--- src/design/first_occurrence_binary_search_top_assert.svh ---
// Assertion macros used by the datapath.
`ifndef FIRST_OCCURRENCE_BINARY_SEARCH_TOP_ASSERT_SVH
`define FIRST_OCCURRENCE_BINARY_SEARCH_TOP_ASSERT_SVH

// Condition must hold at every edge out of reset.
`define FOBS_ASSERT_ALWAYS(label, clk, rst_n, cond) \
  label: assert property (@(posedge clk) disable iff (!rst_n) (cond)) \
    else $error("fobs: invariant violated");

// Consequent must hold in the same cycle as the antecedent.
`define FOBS_ASSERT_IMPLIES(label, clk, rst_n, ante, cons) \
  label: assert property (@(posedge clk) disable iff (!rst_n) (ante) |-> (cons)) \
    else $error("fobs: implication violated");

`endif

--- src/design/fobs_pkg.sv ---
`timescale 1ns / 1ps
`default_nettype none

package fobs_pkg;

  localparam logic CMD_WRITE  = 1'b0;
  localparam logic CMD_SEARCH = 1'b1;

  typedef enum logic [2:0] {
    ST_IDLE,
    ST_CHECK,
    ST_CMP,
    ST_PREV,
    ST_FINISH
  } state_t;

  typedef struct packed {
    logic write_en;
    logic load;
    logic probe;
    logic go_left;
    logic go_right;
    logic read_prev;
    logic set_found;
    logic deliver;
  } fobs_cmd_t;

  typedef struct packed {
    logic range_open;
    logic v_gt;
    logic v_lt;
    logic mid_zero;
    logic prev_eq;
    logic out_pending;
  } fobs_status_t;

endpackage

`default_nettype wire

--- src/design/fobs_ctrl.sv ---
`timescale 1ns / 1ps
`default_nettype none

module fobs_ctrl (
  input  logic                   clk,
  input  logic                   rst_n,
  input  logic                   in_valid,
  input  logic                   in_command,
  output logic                   in_stall,
  input  fobs_pkg::fobs_status_t status,
  output fobs_pkg::fobs_cmd_t    cmd
);

  fobs_pkg::state_t state_r, state_nxt;

  always_ff @(posedge clk) begin
    if (!rst_n) begin
      state_r <= fobs_pkg::ST_IDLE;
    end else begin
      state_r <= state_nxt;
    end
  end

  always_comb begin
    state_nxt = state_r;
    case (state_r)
      fobs_pkg::ST_IDLE: begin
        if (in_valid && (in_command == fobs_pkg::CMD_SEARCH)) begin
          state_nxt = fobs_pkg::ST_CHECK;
        end
      end
      fobs_pkg::ST_CHECK: begin
        state_nxt = status.range_open ? fobs_pkg::ST_CMP : fobs_pkg::ST_FINISH;
      end
      fobs_pkg::ST_CMP: begin
        if (status.v_gt || status.v_lt) begin
          state_nxt = fobs_pkg::ST_CHECK;
        end else if (status.mid_zero) begin
          state_nxt = fobs_pkg::ST_FINISH;
        end else begin
          state_nxt = fobs_pkg::ST_PREV;
        end
      end
      fobs_pkg::ST_PREV: begin
        state_nxt = status.prev_eq ? fobs_pkg::ST_CHECK : fobs_pkg::ST_FINISH;
      end
      fobs_pkg::ST_FINISH: begin
        if (!status.out_pending) begin
          state_nxt = fobs_pkg::ST_IDLE;
        end
      end
      default: state_nxt = fobs_pkg::ST_IDLE;
    endcase
  end

  always_comb begin
    cmd      = '0;
    in_stall = 1'b1;
    case (state_r)
      fobs_pkg::ST_IDLE: begin
        in_stall     = 1'b0;
        cmd.write_en = in_valid && (in_command == fobs_pkg::CMD_WRITE);
        cmd.load     = in_valid && (in_command == fobs_pkg::CMD_SEARCH);
      end
      fobs_pkg::ST_CHECK: begin
        cmd.probe = status.range_open;
      end
      fobs_pkg::ST_CMP: begin
        if (status.v_gt) begin
          cmd.go_left = 1'b1;
        end else if (status.v_lt) begin
          cmd.go_right = 1'b1;
        end else if (status.mid_zero) begin
          cmd.set_found = 1'b1;
        end else begin
          cmd.read_prev = 1'b1;
        end
      end
      fobs_pkg::ST_PREV: begin
        // equal neighbour on the left: keep searching the left half
        cmd.go_left   = status.prev_eq;
        cmd.set_found = !status.prev_eq;
      end
      fobs_pkg::ST_FINISH: begin
        cmd.deliver = !status.out_pending;
      end
      default: cmd = '0;
    endcase
  end

endmodule

`default_nettype wire

--- config.mk ---
export PLATFORM = sky130hd
export DESIGN_NAME = fobs_ctrl
export DESIGN_NICKNAME = d
export VERILOG_FILES = /design/src/design/first_occurrence_binary_search_top_assert.svh /design/src/design/fobs_pkg.sv /design/src/design/fobs_ctrl.sv
export SDC_FILE = /design/constraint.sdc
export NUM_CORES = 1
export LEC_CHECK = 0
export BUFFER_PORTS_ARGS = -buffer_cell sky130_fd_sc_hd__buf_2
export CAP_MARGIN = 0
export CORE_AREA = 2 2 39 41
export CTS_CLUSTER_SIZE = 30
export DETAILED_ROUTE_END_ITERATION = 10
export DIE_AREA = 0 0 41 43
export GPL_TIMING_DRIVEN = 0
export PLACE_DENSITY = 0.55
export RECOVER_POWER = 50
export SLEW_MARGIN = 20
export SYNTH_ARGS = -nofsm -noshare
export SYNTH_HDL_FRONTEND = slang
export SYNTH_SLANG_ARGS = --single-unit
--- constraint.sdc ---
create_clock -name clk -period 2.4 [get_ports clk]
set_clock_uncertainty 0.1 [all_clocks]
set_input_delay 0.24 -clock clk [delete_from_list [all_inputs] [get_ports clk]]
set_output_delay 0.24 -clock clk [all_outputs]
set_load 0.01 [all_outputs]
==> impl_results.md <==
- Non-Filler Instances: 68
- Logic gate share of total power: 26.4%
- Highest Clock Rate: approximately 0.53 GHz
- Setup_tns: 0 ns
- EDFF count, synth: 0
- Outcome: finished clean
- Adder-cell area share of the yosys netlist: 0%
- Port-buffer cells: 18
- Clk pwr share: 45.1%
- Syn nets: 40
- Post-CTS Repair Setup Buffers: 0
- Internal power: 0.1415 mW
- PostCTS Resize Cnt: 0
- DR vias: 301
- CP Capture Type: output pin
- Std-Cell Core Area: 1384 um2
- Proportion of synthesized area in mux cells: 3.587%
- Later-pin clock latency in the skew report: 0.23 ns
- Unrepaired setup endpoints after global routing: no
- FF+latch count, synth: 3
- Worst Path Arrival: 1.55 ns
- Biggest regs: state_r: 3 flops
- ANT nets after route: 0
- Compound-Gate Fraction of Synth Area: 13.45%
- Cell total after placement: 64
- Setup crit start: state_r[1]
- Pwr dens: slightly below 500 nW/um2
- Worst path slowest cell: dfxtp_1
- Final Cycle Share: 78.76%
- Flop pwr share: 28.5%
- Worst Path Required: 2.06 ns
- Synth area leaders: dfxtp_1 22%, nor3b_2 9.0%, nor4b_4 8.5%, nor4b_1 6.3%, a31oi_1 4.5%
- Clock tree buffer depth: 2
- Worst Hold Class: in -> reg
- Post-synthesis xor/xnor area fraction: 0%
- Layout Utilization: 29.39%
- 1st-pass router iterations: 4
- Die area: 1763 um2
- Final worst path period need: 1.890 ns
- Kind of critical path: reg -> out
- Worst r2r src: state_r[1]
- Switching pwr: roughly 0.055 mW
- TritonCTS Buffers: 3
- Max Cap Viol: 0
- Worst path cell trace: clkbuf_1 -> nor4b_4 -> nor3b_2 -> buf_2
- Tot GR Track Use: 9.137%
- Final net count: 63
- Pin count of the biggest net entering global routing: 11
- Synth cell types: 22
- RD Place Congestion: 0.6339
- First-pass GRT wire length: around 1100 um
- Reg clk slew, reported paths: approximately 0.040 ns
- Post-synthesis async set-or-reset flop share: 0%
- Crit-path max FO: 10
- Syn. warnings: 0
- Post-Synth Simple-Gate Area: 54.26%
- Cell count after synthesis: 30
- Layout cell share with drive strength beyond 1: 48.08%
- GRT overflow: 0
- Top reg by flops: state_r
- Hold_buf cts: 0
- Slew margin rel.: 72.76%
- Number of global-route vias before repair: roughly 250
- Hold wc startpoint: rst_n
- Largest family of logic cells by synthesized area: simple AND/OR/NAND/NOR gates
- Least-Margin Pin Slew: 0.4031 ns
- Routed len/inst: 10.43 um
- Hold WS: ~0.15 ns
- Hold Vio Cnt, Final: 0
- Post-synthesis cell area: approximately 280 um2
- Routed WL: 709 um
- Die Wd: 41 um
- Num ports: 19
- Filler cell count in the final layout: 160
- Count of pins over their slew limit: 0
- Initial DRC Count: 6
- Clk sink count: 3
- Setup Slack @ Placement: 0.8867 ns
- Initial Util: 20.16%
- Rows: 14
- Startpoint types: register
- Initial antenna violation count: 0
- Dominant synthesized flop cell: dfxtp_1
- Post-synthesis sequential area ratio: between 20% and 30%
- Drt drc: 0
- CTS tree: done
- Cell taking the most area after synthesis: dfxtp_1
- Max reg flops: 3
- CTS Root Cell: clkbuf_4
- Crit path largest cell delay: 0.30 ns
- # setup viols final: 0
- Area delta synth->final: 45.74%
- Yosys top cell area share: a little over a fifth
- Diode count: 0
- VDD IR-drop max: roughly 240 uV
- Post-route worst setup slack: 0.5098 ns
- Via density: 4.426
- Switching Share: 28.15%
- Mean Syn Cell Area: 9.301 um2
- Htree depth: 1
- Chip height: 43 um
- Pleak: roughly 0.18 nW
-- cell usage in the layout, fill, tap and decap left out --
cell type / count
or3_1: 1
buf_2: 16
nor2_1: 3
and2_2: 1
nand2b_1: 1
a31oi_1: 2
a221oi_1: 1
clkbuf_1: 4
o21a_1: 1
nand4bb_1: 1
buf_6: 1
nor4b_1: 2
nor4b_4: 1
nand3_1: 1
nand2_1: 2
mux2i_1: 1
inv_1: 1
dfxtp_1: 3
a31o_2: 1
nor4bb_1: 1
clkbuf_4: 3
nor3b_2: 2
nand3b_1: 1
nor3b_1: 1
-- layer usage --
| metal | GRT usage (%) | part of all wire (%) |
|---|---|---|
| met1 | 12.86 | 49 |
| met2 | 11.25 | 40 |
| met3 | 6.283 | 11 |
| met4 | 2.000 | 0 |
| met5 | 0 | 0 |
-- cells by family (layout without fill, tap and decap cells) --
group           after synthesis  after routing
simple gates                 18             18
compound gates                5              5
flops                         3              3
buf+inv                       3             25
mux                           1              1
-- per-stage QoR --
stage,cell area (um2),power (mW)
detailed placement,389.1,0.1118
CTS,415.4,0.2066
finish,406.6,0.1969
global route,406.6,0.2178
floorplan,279.0,0.09050
global placement,389.1,0.1115
-- final cells by class --
type	count	area, um2	share of cell area (%)
multi-input combinational	24	193.9	47.69
timing repair buffer	18	87.58	21.54
sequential	3	60.06	14.77
clock buffer	4	26.28	6.462
tap	16	20.02	4.923
buffer	2	15.01	3.692
inverter	1	3.754	0.9231
-- synth_stat cells, types with 2 or more instances --
master and number:
nor4b_1 2, dfxtp_1 3, nor3b_2 2, nor2_1 3, nand2_1 2, a31oi_1 2
-- path summary, 6_finish.rpt --
kind / to / slack [ns] / cells past startpoint
min reg2reg: state_r[0] / 0.54 / 3
max reg2reg: state_r[1] / 0.96 / 4
min: state_r[1] / 0.15 / 2
max: cmd[2] / 0.51 / 4
-- critical path: cells and delay by family (launching register included) --
kind	cells	cell delay (ns)
buf+inv	2	0.47
flops	1	0.30
simple gates	2	0.56
-- power groups by stage --
stage	Combinational (mW)	Sequential (mW)	Clock (mW)
3_5_place_dp	0.0549	0.0569	0
3_3_place_gp	0.0547	0.0568	0
4_1_cts	0.0552	0.0562	0.0951
2_1_floorplan	0.0342	0.0563	0
6_report	0.0520	0.0562	0.0887
5_1_grt	0.0572	0.0564	0.104
No activity file was read; power rests on OpenSTA's default activity.
